[src/cfm_pkg.sv]
package cfm_pkg;

   localparam int FREQ_W               = 28;
   localparam int CAPTURE_W            = 16;
   localparam int COUNTER_BITS_DEFAULT = 16;
   localparam int CSR_ADDR_W           = 3;
   localparam int CSR_DATA_W           = 32;

   localparam logic [FREQ_W-1:0] CLOCK_HZ_RESET  = FREQ_W'(150000000);
   localparam logic [FREQ_W-1:0] THRESHOLD_RESET = FREQ_W'(500000);

   // register index is paddr[2]
   localparam logic REG_CLOCK_HZ  = 1'b0;
   localparam logic REG_THRESHOLD = 1'b1;

   typedef enum logic [1:0] {
      REQ_CAPTURE = 2'd0,
      REQ_WINDOW  = 2'd1,
      REQ_STOP    = 2'd2
   } req_kind_type;

   typedef enum logic [1:0] {
      EVT_NONE  = 2'd0,
      EVT_ENTER = 2'd1,
      EVT_LEAVE = 2'd2
   } mode_event_type;

   typedef struct packed {
      logic [1:0]           req_type;
      logic [CAPTURE_W-1:0] capture_value;
   } cfm_req_type;

   typedef struct packed {
      logic [FREQ_W-1:0] frequency_hz;
      logic              high_mode;
      logic [1:0]        mode_event;
      logic              detected;
      logic              present;
      logic [FREQ_W-1:0] window_captures;
   } cfm_rsp_type;

   typedef struct packed {
      logic [FREQ_W-1:0] clock_hz;
      logic [FREQ_W-1:0] threshold_hz;
   } cfm_cfg_type;

endpackage

[src/capture_frequency_meter.sv]
// channel  | ports                         | beat
// ---------+-------------------------------+-------------------------------------
// request  | req_valid/req_ready/req_data  | capture, window end or stop
// response | rsp_valid/rsp_ready/rsp_data  | one result per request
// config   | csr_psel..csr_pready (APB)    | 0x0 clock_hz, 0x4 threshold_hz
//
// A capture with a nonzero period goes through load, the radix-2 divider (one
// quotient bit per cycle), done and write-back before the next accept; other
// requests go from accept straight to write-back.
// Reset is synchronous and active high; the flags and the edge count clear at once.
// A finished result waits in the output register while the next request is
// taken; only the final update stalls when that register is still full.
module capture_frequency_meter
   import cfm_pkg::*;
#(
   parameter int COUNTER_BITS = COUNTER_BITS_DEFAULT
) (
   input  logic                  clock,
   input  logic                  reset,
   input  logic                  req_valid,
   output logic                  req_ready,
   input  cfm_req_type           req_data,
   output logic                  rsp_valid,
   input  logic                  rsp_ready,
   output cfm_rsp_type           rsp_data,
   input  logic                  csr_psel,
   input  logic                  csr_penable,
   input  logic                  csr_pwrite,
   input  logic [CSR_ADDR_W-1:0] csr_paddr,
   input  logic [CSR_DATA_W-1:0] csr_pwdata,
   output logic [CSR_DATA_W-1:0] csr_prdata,
   output logic                  csr_pready
);

   typedef enum logic [2:0] {
      ST_IDLE   = 3'b001,
      ST_DIVIDE = 3'b010,
      ST_FINISH = 3'b100
   } state_type;

   state_type             state_ff, state_in;
   cfm_cfg_type           cfg;

   logic [1:0]            kind_ff, kind_in;
   logic [COUNTER_BITS-1:0] cur_ff, cur_in;
   logic                  zero_ff, zero_in;

   logic [COUNTER_BITS-1:0] prev_ff, prev_in;
   logic [FREQ_W-1:0]     edges_ff, edges_in;
   logic [FREQ_W-1:0]     freq_ff, freq_in;
   logic                  high_ff, high_in;
   logic                  det_ff, det_in;
   logic                  pres_ff, pres_in;

   logic                  rsp_valid_ff, rsp_valid_in;
   cfm_rsp_type           rsp_data_ff, rsp_data_in;

   logic                  accept;
   logic                  slot_free;
   logic                  commit;
   logic [COUNTER_BITS-1:0] cur_now;
   logic [COUNTER_BITS-1:0] period;
   logic                  div_start;
   logic                  div_done;
   logic [FREQ_W-1:0]     quotient;
   mode_event_type        evt;
   logic [FREQ_W-1:0]     win;

   cfm_csr u_csr (
      .clock       (clock),
      .reset       (reset),
      .csr_psel    (csr_psel),
      .csr_penable (csr_penable),
      .csr_pwrite  (csr_pwrite),
      .csr_paddr   (csr_paddr),
      .csr_pwdata  (csr_pwdata),
      .csr_prdata  (csr_prdata),
      .csr_pready  (csr_pready),
      .cfg         (cfg)
   );

   cfm_divider #(
      .DIVIDEND_W (FREQ_W),
      .DIVISOR_W  (COUNTER_BITS)
   ) u_div (
      .clock    (clock),
      .reset    (reset),
      .start    (div_start),
      .dividend (cfg.clock_hz),
      .divisor  (period),
      .quotient (quotient),
      .done     (div_done)
   );

   assign req_ready = (state_ff == ST_IDLE);
   assign accept    = req_valid && req_ready;
   assign slot_free = !rsp_valid_ff || rsp_ready;
   assign commit    = (state_ff == ST_FINISH) && slot_free;

   // low COUNTER_BITS of the snapshot; period wraps modulo the counter range
   assign cur_now   = COUNTER_BITS'(req_data.capture_value);
   assign period    = cur_now - prev_ff;
   assign div_start = accept && (req_data.req_type == REQ_CAPTURE) && (period != '0);

   always_comb begin
      state_in = state_ff;
      kind_in  = kind_ff;
      cur_in   = cur_ff;
      zero_in  = zero_ff;
      case (state_ff)
         ST_IDLE: begin
            if (accept) begin
               kind_in  = req_data.req_type;
               cur_in   = cur_now;
               zero_in  = (period == '0);
               state_in = div_start ? ST_DIVIDE : ST_FINISH;
            end
         end
         ST_DIVIDE: begin
            if (div_done) state_in = ST_FINISH;
         end
         ST_FINISH: begin
            if (slot_free) state_in = ST_IDLE;
         end
         default: state_in = ST_IDLE;
      endcase
   end

   always_comb begin
      prev_in  = prev_ff;
      edges_in = edges_ff;
      freq_in  = freq_ff;
      high_in  = high_ff;
      det_in   = det_ff;
      pres_in  = pres_ff;
      evt      = EVT_NONE;
      win      = '0;
      if (commit) begin
         case (kind_ff)
            REQ_CAPTURE: begin
               prev_in = cur_ff;
               if (edges_ff != '1) edges_in = edges_ff + FREQ_W'(1);
               det_in = 1'b1;
               if (!zero_ff) begin
                  freq_in = quotient;
                  if (quotient > cfg.threshold_hz && !high_ff) begin
                     high_in = 1'b1;
                     evt     = EVT_ENTER;
                  end else if (quotient <= cfg.threshold_hz && high_ff) begin
                     high_in = 1'b0;
                     evt     = EVT_LEAVE;
                  end
               end
            end
            REQ_WINDOW: begin
               win      = edges_ff;
               edges_in = '0;
               if (edges_ff == '0) begin
                  det_in  = 1'b0;
                  pres_in = 1'b0;
               end else begin
                  pres_in = 1'b1;
               end
            end
            REQ_STOP: begin
               high_in = 1'b0;
               det_in  = 1'b0;
               freq_in = '0;
            end
            default: ;
         endcase
      end
   end

   always_comb begin
      rsp_valid_in = rsp_valid_ff;
      rsp_data_in  = rsp_data_ff;
      if (commit) begin
         rsp_valid_in                = 1'b1;
         rsp_data_in.frequency_hz    = freq_in;
         rsp_data_in.high_mode       = high_in;
         rsp_data_in.mode_event      = evt;
         rsp_data_in.detected        = det_in;
         rsp_data_in.present         = pres_in;
         rsp_data_in.window_captures = win;
      end else if (rsp_ready) begin
         rsp_valid_in = 1'b0;
      end
   end

   always_ff @(posedge clock) begin
      if (reset) begin
         state_ff     <= ST_IDLE;
         prev_ff      <= '0;
         edges_ff     <= '0;
         freq_ff      <= '0;
         high_ff      <= 1'b0;
         det_ff       <= 1'b0;
         pres_ff      <= 1'b0;
         rsp_valid_ff <= 1'b0;
      end else begin
         state_ff     <= state_in;
         prev_ff      <= prev_in;
         edges_ff     <= edges_in;
         freq_ff      <= freq_in;
         high_ff      <= high_in;
         det_ff       <= det_in;
         pres_ff      <= pres_in;
         rsp_valid_ff <= rsp_valid_in;
      end
   end

   always_ff @(posedge clock) begin
      kind_ff     <= kind_in;
      cur_ff      <= cur_in;
      zero_ff     <= zero_in;
      rsp_data_ff <= rsp_data_in;
   end

   assign rsp_valid = rsp_valid_ff;
   assign rsp_data  = rsp_data_ff;

   a_done_in_divide: assert property (@(posedge clock) disable iff (reset)
      div_done |-> state_ff == ST_DIVIDE)
      else $error("divider finished outside the divide state");

   a_commit_loads: assert property (@(posedge clock) disable iff (reset)
      commit |=> rsp_valid_ff)
      else $error("finished item did not reach the output register");

   // high mode is only entered above the threshold, so the frequency is nonzero
   a_high_needs_freq: assert property (@(posedge clock) disable iff (reset)
      high_ff |-> freq_ff != '0)
      else $error("high mode held with zero frequency");

endmodule

[src/cfm_csr.sv]
module cfm_csr
   import cfm_pkg::*;
(
   input  logic                  clock,
   input  logic                  reset,
   input  logic                  csr_psel,
   input  logic                  csr_penable,
   input  logic                  csr_pwrite,
   input  logic [CSR_ADDR_W-1:0] csr_paddr,
   input  logic [CSR_DATA_W-1:0] csr_pwdata,
   output logic [CSR_DATA_W-1:0] csr_prdata,
   output logic                  csr_pready,
   output cfm_cfg_type           cfg
);

   logic [FREQ_W-1:0] clock_hz_ff, clock_hz_in;
   logic [FREQ_W-1:0] threshold_ff, threshold_in;
   logic              wr_en;

   assign csr_pready = 1'b1;
   assign wr_en      = csr_psel && csr_penable && csr_pwrite && csr_pready;

   always_comb begin
      clock_hz_in  = clock_hz_ff;
      threshold_in = threshold_ff;
      if (wr_en) begin
         case (csr_paddr[2])
            REG_CLOCK_HZ:  clock_hz_in  = csr_pwdata[FREQ_W-1:0];
            REG_THRESHOLD: threshold_in = csr_pwdata[FREQ_W-1:0];
            default: ;
         endcase
      end
   end

   always_ff @(posedge clock) begin
      if (reset) begin
         clock_hz_ff  <= CLOCK_HZ_RESET;
         threshold_ff <= THRESHOLD_RESET;
      end else begin
         clock_hz_ff  <= clock_hz_in;
         threshold_ff <= threshold_in;
      end
   end

   always_comb begin
      case (csr_paddr[2])
         REG_CLOCK_HZ:  csr_prdata = CSR_DATA_W'(clock_hz_ff);
         REG_THRESHOLD: csr_prdata = CSR_DATA_W'(threshold_ff);
         default:       csr_prdata = '0;
      endcase
   end

   assign cfg.clock_hz     = clock_hz_ff;
   assign cfg.threshold_hz = threshold_ff;

endmodule

[src/cfm_divider.sv]
module cfm_divider
   import cfm_pkg::*;
#(
   parameter int DIVIDEND_W = FREQ_W,
   parameter int DIVISOR_W  = COUNTER_BITS_DEFAULT
) (
   input  logic                  clock,
   input  logic                  reset,
   input  logic                  start,
   input  logic [DIVIDEND_W-1:0] dividend,
   input  logic [DIVISOR_W-1:0]  divisor,
   output logic [DIVIDEND_W-1:0] quotient,
   output logic                  done
);

   localparam int CNT_W = (DIVIDEND_W > 1) ? $clog2(DIVIDEND_W) : 1;
   localparam logic [CNT_W-1:0] LAST_STEP = CNT_W'(DIVIDEND_W - 1);

   logic                  busy_ff, busy_in;
   logic                  done_ff, done_in;
   logic [CNT_W-1:0]      count_ff, count_in;
   logic [DIVISOR_W-1:0]  rem_ff, rem_in;
   logic [DIVISOR_W-1:0]  den_ff, den_in;
   logic [DIVIDEND_W-1:0] quo_ff, quo_in;
   logic [DIVISOR_W:0]    trial;
   logic [DIVISOR_W:0]    diff;
   logic                  fits;

   // one restoring step a cycle, quotient bits shift in behind the dividend
   assign trial = {rem_ff, quo_ff[DIVIDEND_W-1]};
   assign diff  = trial - {1'b0, den_ff};
   assign fits  = trial >= {1'b0, den_ff};

   always_comb begin
      busy_in  = busy_ff;
      done_in  = 1'b0;
      count_in = count_ff;
      rem_in   = rem_ff;
      den_in   = den_ff;
      quo_in   = quo_ff;
      if (start) begin
         busy_in  = 1'b1;
         count_in = '0;
         rem_in   = '0;
         den_in   = divisor;
         quo_in   = dividend;
      end else if (busy_ff) begin
         rem_in   = fits ? diff[DIVISOR_W-1:0] : trial[DIVISOR_W-1:0];
         quo_in   = {quo_ff[DIVIDEND_W-2:0], fits};
         count_in = count_ff + CNT_W'(1);
         if (count_ff == LAST_STEP) begin
            busy_in = 1'b0;
            done_in = 1'b1;
         end
      end
   end

   always_ff @(posedge clock) begin
      if (reset) begin
         busy_ff <= 1'b0;
         done_ff <= 1'b0;
      end else begin
         busy_ff <= busy_in;
         done_ff <= done_in;
      end
   end

   always_ff @(posedge clock) begin
      count_ff <= count_in;
      rem_ff   <= rem_in;
      den_ff   <= den_in;
      quo_ff   <= quo_in;
   end

   assign quotient = quo_ff;
   assign done     = done_ff;

   a_start_idle: assert property (@(posedge clock) disable iff (reset)
      start |-> !busy_ff)
      else $error("divider started while busy");

   a_divisor_nonzero: assert property (@(posedge clock) disable iff (reset)
      start |-> divisor != '0)
      else $error("divider started with zero divisor");

   a_rem_bound: assert property (@(posedge clock) disable iff (reset)
      busy_ff |-> rem_ff < den_ff)
      else $error("partial remainder not below divisor");

   a_done_after_busy: assert property (@(posedge clock) disable iff (reset)
      done_ff |-> $past(busy_ff) && !busy_ff)
      else $error("done without a running division");

endmodule
[config.mk]
export PLATFORM = sky130hd
export DESIGN_NAME = capture_frequency_meter
export DESIGN_NICKNAME = d
export VERILOG_FILES = /design/src/cfm_pkg.sv /design/src/capture_frequency_meter.sv /design/src/cfm_csr.sv /design/src/cfm_divider.sv
export SDC_FILE = /design/constraint.sdc
export NUM_CORES = 1
export LEC_CHECK = 0
export ABC_AREA = 1
export BUFFER_PORTS_ARGS = -buffer_cell sky130_fd_sc_hd__buf_2
export CAP_MARGIN = 20
export CORE_AREA = 2 2 192 194
export CTS_BUF_LIST = sky130_fd_sc_hd__clkbuf_2 sky130_fd_sc_hd__clkbuf_4 sky130_fd_sc_hd__clkbuf_8
export DETAILED_ROUTE_END_ITERATION = 10
export DIE_AREA = 0 0 194 196
export GPL_TIMING_DRIVEN = 0
export MAX_ROUTING_LAYER = met4
export PLACE_DENSITY = 0.57
export SLEW_MARGIN = 20
export SYNTH_ARGS = -nofsm -noshare
export SYNTH_HDL_FRONTEND = slang
export SYNTH_SLANG_ARGS = --single-unit
[constraint.sdc]
create_clock -name clock -period 3.1 [get_ports clock]
set_input_delay 0.62 -clock clock [delete_from_list [all_inputs] [get_ports clock]]
set_output_delay 0.62 -clock clock [all_outputs]
set_load 0.02 [all_outputs]
==> results of run 1 <==
## per-stage QoR
step | total power, mW | worst slack, ns
after detailed placement | 6.62 | -0.603
after global placement | 6.58 | -0.595
final | 9.99 | 0.263
after floorplan | 5.95 | 0.0861
after global routing | 10.6 | 0.00186
after CTS | 10.1 | 0.0758
## logic make-up (layout without fill, tap and decap cells)
logic type / after synthesis / in the layout / synth area share
AOI/OAI and AO/OA: 262 / 262 / 0.0947
xor gates and xnor gates: 22 / 22 / 0.0136
adders and majority gates: 64 / 64 / 0.0575
buffers and inverters: 310 / 543 / 0.0889
DFF: 282 / 282 / 0.486
muxes: 2 / 2 / 0.00141
other: 2 / 6 / 0.000530
and+or+nand+nor: 835 / 835 / 0.258
## repair_timing
| item | in CTS | in global routing |
|---|---|---|
| hold buffers | 0 | 0 |
| resized for setup | 1 | 2 |
| cloned | 0 | 0 |
| endpoints found under the setup margin | 28 | 28 |
| pin swaps | 0 | 0 |
## how the worst min path moves through the flow
| stage | to | slack [ns] | depth (start not counted) |
|---|---|---|---|
| final | cur_ff[0] | 0.21 | 1 |
| after global routing | cur_ff[0] | 0.18 | 1 |
| after CTS | cur_ff[0] | 0.16 | 1 |
| after detailed placement | prev_ff[6] | 0.45 | 2 |
| after global placement | prev_ff[4] | 0.44 | 2 |
| after floorplan | prev_ff[10] | 0.43 | 2 |
## power groups by stage
stage | clock, mW | sequential [mW] | combinational [mW]
finish | 3.45 | 4.37 | 2.18
global route | 3.69 | 4.40 | 2.46
CTS | 3.54 | 4.37 | 2.18
detailed placement | 0 | 4.45 | 2.17
global placement | 0 | 4.45 | 2.13
floorplan | 0 | 4.45 | 1.50
## Yosys cell counts (all sizes together)
library cell,n
nand2,390
inv,240
nor2,188
dfxtp,158
o21ai,142
nand3,134
edfxtp,124
a21oi,110
ha,62
clkbuf,44
nor3,36
and2,31
nand4,28
buf,25
xor2,16
nand3b,13
nor4,8
xnor2,6
or2,4
a211oi,2
a21o,2
conb,2
fa,2
mux2i,2
nor3b,2
o21bai,2
o22ai,2
a32oi,1
and3,1
clkinv,1
o21a,1
## sequential cells by signal (all words and copies together), names as in the netlist, 28 cells and up
name                cells
rsp_data               61
u_div.quotient         28
edges_ff               28
u_csr.threshold_ff     28
freq_ff                28
u_csr.clock_hz_ff      28
## worst max-delay path, cell delays in order (launching register included)
cell and delay [ns]:
sky130_fd_sc_hd__dfxtp_1 0.31, sky130_fd_sc_hd__ha_1 0.21, sky130_fd_sc_hd__fa_1 0.40, sky130_fd_sc_hd__inv_1 0.11
sky130_fd_sc_hd__nand3_1 0.10, sky130_fd_sc_hd__nand2_2 0.11, sky130_fd_sc_hd__nand2_1 0.07, sky130_fd_sc_hd__nand2_1 0.08
sky130_fd_sc_hd__nand2_1 0.08, sky130_fd_sc_hd__nand2_1 0.08, sky130_fd_sc_hd__nand2_1 0.05, sky130_fd_sc_hd__nand2_1 0.11
sky130_fd_sc_hd__nand2_1 0.08, sky130_fd_sc_hd__nor2_2 0.11, sky130_fd_sc_hd__nand2_2 0.09, sky130_fd_sc_hd__nand2_4 0.14
sky130_fd_sc_hd__buf_6 0.20, sky130_fd_sc_hd__nand2_8 0.18
## final cells by class
class / instances / area (um^2)
Antenna cell: 1 / 2.50
Buffer: 69 / 364
Clock buffer: 75 / 926
Clock inverter: 13 / 65.1
Fill cell: 3717 / 19500
Inverter: 241 / 905
Multi-Input combinational cell: 1190 / 6060
Sequential cell: 282 / 6890
Tap cell: 468 / 586
Timing Repair Buffer: 145 / 754
## per-layer routing
metal | vias to the layer above | part of all wire | wire (um) | global-route usage
met5 | - | 0 | 0 | -
met4 | 0 | 0.025 | 999 | 0.0707
met3 | 67 | 0.050 | 2000 | 0.0282
met2 | 336 | 0.45 | 18200 | 0.344
met1 | 5701 | 0.47 | 19100 | 0.292
li1 | 6217 | - | - | -
==> run metrics, run 1 <==
number of buffers inserted to repair setup after CTS=0; area post-placement=0.0155 mm^2; Hold Startpoint=req_data[0]; largest cells by area after synthesis=sky130_fd_sc_hd__edfxtp_1 26%, sky130_fd_sc_hd__dfxtp_1 22%, sky130_fd_sc_hd__nand2_1 10%; dpl hpwl=30.3 mm; maximum fanout count along the critical path=28; DRT Pass-1 Iters=5; Net Sw Frac=0.316; Remaining Overflow, GRT=0; weighted congestion at the end of routability-driven global placement=0.920; headroom to the max-slew limit=0.461; proportion of power drawn by the clock network=0.345; number of vias per cell after detailed routing=4.96; global-route total usage across every layer=0.218; largest net degree at the start of global routing=57; NumNets Final=2101; latest clock arrival within the worst-skew pair=0.61 ns; type of the worst setup path=reg2reg; NetSw=3.15 mW; proportion of synthesized chip area in sequential cells=0.486; Die ar.=0.0380 mm^2; final core utilization=0.459; internal power of the cells=6.84 mW; Netlist cell types=45; Synth Register Bits=282; peak supply drop=0.280 mV; sort of element at the end of the critical path=register; layout overhead on the synthesized area=16.7%; number of top-level design ports=156; routed via count=12.3k; proportion of layout cells with a drive suffix above 1=0.143; final hold violation count=0; Buffers on Ports=143; count of max-cap constraint violations=0; reported leakage power=7.12 nW; Clock Pin Slew Worst Setup and Hold Paths=0.06 ns; total non-filler cell area in the finished layout=0.0166 mm^2; maximum buffer depth of the clock tree=3; sum of negative setup slack=0 ns; Tcrit/Tclk final=0.915; Yosys top cell by area=sky130_fd_sc_hd__edfxtp_1; final antenna-violating net count=0; origin of the worst setup path=prev_ff[0]; Worst Setup EP=u_div.quotient[5]; number of placement rows=70; Final Skew=0.0244 ns; source of the worst register-to-register timing path=prev_ff[0]; count of placed standard cells in the final layout, fillers left out=2484; final count of negative-setup-slack endpoints=0; worst flop-to-flop path endpoint=u_div.quotient[5]; most used cells in the layout excluding fill and tap cells=383 x sky130_fd_sc_hd__nand2_1, 233 x sky130_fd_sc_hd__inv_1, 175 x sky130_fd_sc_hd__nor2_1; most common cell after layout, fill and taps aside=sky130_fd_sc_hd__nand2_1; number of design-rule violations left by the first detailed-router iteration=757; highest attainable clock frequency=352 MHz; combinational fraction of design power=0.218; sequential cell fraction of total power=0.437; placed cell count=2395; antenna violations before repair=0; CP startpoint kind=register; width of the die=194 um; vias in the first global route=11.8k; Least-Margin Pin Slew=0.801 ns; minimum hold slack=0.213 ns; first-pass GRT wire length=63.8 mm; core area=0.0361 mm^2; Num CTS Buffers=48; number of sinks on the clock net=282; Slew Viols, Final=0; Netlist Area Pre-Place=0.0142 mm^2; required time of the worst setup path=3.38 ns; top cell type's share of synthesized area=0.263; crit path time final=2.84 ns; total number of H-tree levels=2; DRC violation count after routing=0; Worst EP arrival=3.12 ns; class of the tightest hold or removal check=in2reg; total detailed-routing wirelength=40.2 mm; Avg Inst Size Synth=7.97 um^2; CTS Root Cell=sky130_fd_sc_hd__clkbuf_8; Die Span Y=196 um; cell count after synthesis=1779; outcome=completed; TritonCTS clock tree=done; starting density of the core=0.393; detail-routed net length per standard cell=16.2 um; FF-to-FF setup slack=0.26 ns; cell count of the worst reg-to-reg path=17; RSZ-0062 raised after global routing=no; yosys synthesis warning count=0; PwrDens=604 mW/mm^2
(Power assumes the default switching activity.)
==> inputs of run 2 (changes only) <==
--- a/config.mk
+++ b/config.mk
@@ -8,13 +8,15 @@
 export ABC_AREA = 1
 export BUFFER_PORTS_ARGS = -buffer_cell sky130_fd_sc_hd__buf_2
 export CAP_MARGIN = 20
-export CORE_AREA = 2 2 192 194
+export CELL_PAD_IN_SITES_DETAIL_PLACEMENT = 0
+export CELL_PAD_IN_SITES_GLOBAL_PLACEMENT = 1
+export CORE_AREA = 2 2 146 255
 export CTS_BUF_LIST = sky130_fd_sc_hd__clkbuf_2 sky130_fd_sc_hd__clkbuf_4 sky130_fd_sc_hd__clkbuf_8
 export DETAILED_ROUTE_END_ITERATION = 10
-export DIE_AREA = 0 0 194 196
+export DIE_AREA = 0 0 148 257
 export GPL_TIMING_DRIVEN = 0
 export MAX_ROUTING_LAYER = met4
-export PLACE_DENSITY = 0.57
+export PLACE_DENSITY = 0.73
 export SLEW_MARGIN = 20
 export SYNTH_ARGS = -nofsm -noshare
 export SYNTH_HDL_FRONTEND = slang
==> run 2 against run 1 <==
- clock skew increased by 0.020 ns
- utilization grew 0.21 points
- sequential cell count stayed put
- cell count about the same
- power decreased by 0.44%
- first-iteration DRC count is 28% lower
- combinational power about the same
- global-route usage up 1.1 points
- sequential power about the same
- critical path depth decreased by 10
- largest cell class unchanged
==> run metrics, run 2 (synthesis gave the netlist of run 1 again) <==
most used cells in the layout excluding fill and tap cells=383 x sky130_fd_sc_hd__nand2_1, 233 x sky130_fd_sc_hd__inv_1, 174 x sky130_fd_sc_hd__nor2_1; routed via count=12.3k (-0.19%); NumNets Final=2098 (-0.14%); width of the die=148 um (-24%); Slew Viols, Final=0 (unchanged); DRC violation count after routing=0 (unchanged); dpl hpwl=32.8 mm (+8.2%); vias in the first global route=12.3k (+3.5%); Remaining Overflow, GRT=0 (unchanged); area post-placement=0.0155 mm^2 (about the same); PwrDens=601 mW/mm^2 (-0.43%); number of sinks on the clock net=282 (unchanged); combinational fraction of design power=0.223 (+0.005); Tcrit/Tclk final=0.944 (+0.0284); sum of negative setup slack=0 ns (unchanged); CP startpoint kind=input pin; NetSw=3.22 mW (+2.2%); most common cell after layout, fill and taps aside=sky130_fd_sc_hd__nand2_1; Place WS=-0.822 ns (-0.219 ns); number of vias per cell after detailed routing=4.95 (-0.15%); Final Skew=0.0444 ns (+0.0200 ns); starting density of the core=0.395 (+0.00186); proportion of power drawn by the clock network=0.339 (-0.006); antenna violations before repair=3 (+3); peak supply drop=0.421 mV (+50%); Buffers on Ports=143 (unchanged); sequential cell fraction of total power=0.439 (+0.002); internal power of the cells=6.73 mW (-1.7%); final count of negative-setup-slack endpoints=0 (unchanged); reported leakage power=7.10 nW (-0.20%); total number of H-tree levels=2 (unchanged); maximum buffer depth of the clock tree=3 (unchanged); Die Span Y=257 um (+31%); Clock Pin Slew Worst Setup and Hold Paths=0.07 ns (about the same); largest net degree at the start of global routing=62 (+8.8%); RSZ-0062 raised after global routing=no; fill count=3754 (+1.0%); number of design-rule violations left by the first detailed-router iteration=544 (-28%); final antenna-violating net count=0 (unchanged); count of max-cap constraint violations=0 (unchanged); total detailed-routing wirelength=42.5 mm (+5.6%); Num CTS Buffers=44 (-8.3%); headroom to the max-slew limit=0.234 (-0.227); required time of the worst setup path=2.48 ns (-0.90 ns); global-route total usage across every layer=0.229 (+0.0108); CTS Root Cell=sky130_fd_sc_hd__clkbuf_8; proportion of layout cells with a drive suffix above 1=0.141 (-0.00163); number of buffers inserted to repair setup after CTS=0 (unchanged); latest clock arrival within the worst-skew pair=0.61 ns (about the same); class of the tightest hold or removal check=in2reg; weighted congestion at the end of routability-driven global placement=0.909 (-1.2%); highest attainable clock frequency=342 MHz (-3.0%); sort of element at the end of the critical path=primary output; minimum hold slack=0.233 ns (+0.0196 ns); detail-routed net length per standard cell=17.1 um (+5.6%); layout overhead on the synthesized area=16.7% (about the same); first-pass GRT wire length=66.2 mm (+3.7%); outcome=completed; Die ar.=0.0380 mm^2 (about the same); flip-flop count of the largest register, all copies and words added=61 (unchanged); total non-filler cell area in the finished layout=0.0165 mm^2 (about the same); maximum fanout count along the critical path=10 (-64%); core area=0.0359 mm^2 (-0.47%); TritonCTS clock tree=done; Least-Margin Pin Slew=1.15 ns (+0.348 ns); number of placement rows=92 (+31%); DRT Pass-1 Iters=5 (unchanged); Worst EP arrival=2.31 ns (-0.81 ns); number of top-level design ports=156 (unchanged); crit path time final=2.93 ns (+0.0880 ns); final hold violation count=0 (unchanged); crit path setup slack, layout=0.175 ns (-0.0880 ns); Net Sw Frac=0.324 (+0.00838); type of the worst setup path=in2out
-- run 2: cell count changes in the layout (fill, tap and decap cells not counted), moves of 2 or more --
cell,before,now
sky130_fd_sc_hd__clkinv_2,6,8
sky130_fd_sc_hd__clkbuf_4,17,12
sky130_fd_sc_hd__diode_2,1,3
sky130_fd_sc_hd__buf_6,9,7
sky130_fd_sc_hd__nand2_8,1,3
sky130_fd_sc_hd__clkbuf_8,58,52
-- run 2: path summary, 6_finish.rpt --
path                start           endpoint  slack, ns  depth (start not counted)
min reg2reg    prev_ff[9]         prev_ff[9]       0.46                          2
min          req_data[12]         cur_ff[12]       0.23                          1
max          csr_paddr[2]     csr_prdata[21]       0.17                          7
max reg2reg    prev_ff[0]  u_div.quotient[3]       0.21                         17
-- run 2: power groups by stage --
stage / clock (mW) / sequential [mW] / combinational [mW]
6_report: 3.37 / 4.37 / 2.21
5_1_grt: 3.60 / 4.40 / 2.49
4_1_cts: 3.46 / 4.37 / 2.22
3_5_place_dp: 0 / 4.45 / 2.20
3_3_place_gp: 0 / 4.44 / 2.17
2_1_floorplan: 0 / 4.45 / 1.50
-- run 2: stage by stage --
step / power (mW) / utilization / cells
6_report: 9.95 / 0.461 / 2483
5_1_grt: 10.5 / 0.461 / 2483
4_1_cts: 10.1 / 0.460 / 2480
3_5_place_dp: 6.65 / 0.433 / 2397
3_3_place_gp: 6.61 / 0.432 / 2395
2_1_floorplan: 5.95 / - / 1782
-- run 2: critical path, stage by stage --
cell,delay [ns]
sky130_fd_sc_hd__buf_2,0.11
sky130_fd_sc_hd__inv_1,0.06
sky130_fd_sc_hd__clkbuf_1,0.44
sky130_fd_sc_hd__clkbuf_1,0.55
sky130_fd_sc_hd__nand2_1,0.09
sky130_fd_sc_hd__o21ai_0,0.19
sky130_fd_sc_hd__buf_2,0.24
-- run 2: repair_timing --
item                       CTS  global route
hold buffers                 0             0
setup endpoints to repair   28            28
pin swaps                    0             1
gates cloned                 1             0
resized for setup            2             7
-- run 2: per-layer routing --
layer	part of all wire	vias up	global-route usage	wire (um)
li1	-	6213	-	-
met1	0.37	5688	0.230	15700
met2	0.55	304	0.438	23400
met3	0.043	93	0.0339	1840
met4	0.036	0	0.0857	1520
met5	0	-	-	0
-- run 2: layout make-up --
| type | instances | area, um^2 | area share |
|---|---|---|---|
| inverters | 241 | 905 | 0.0547 |
| diodes | 3 | 7.51 | 0.000454 |
| clock inverters | 18 | 133 | 0.00801 |
| flip-flops and latches | 282 | 6890 | 0.416 |
| multi-input cells | 1191 | 6090 | 0.368 |
| plain buffers | 69 | 377 | 0.0228 |
| well taps | 470 | 588 | 0.0355 |
| clock buffers | 64 | 806 | 0.0487 |
| repair buffers | 145 | 754 | 0.0456 |
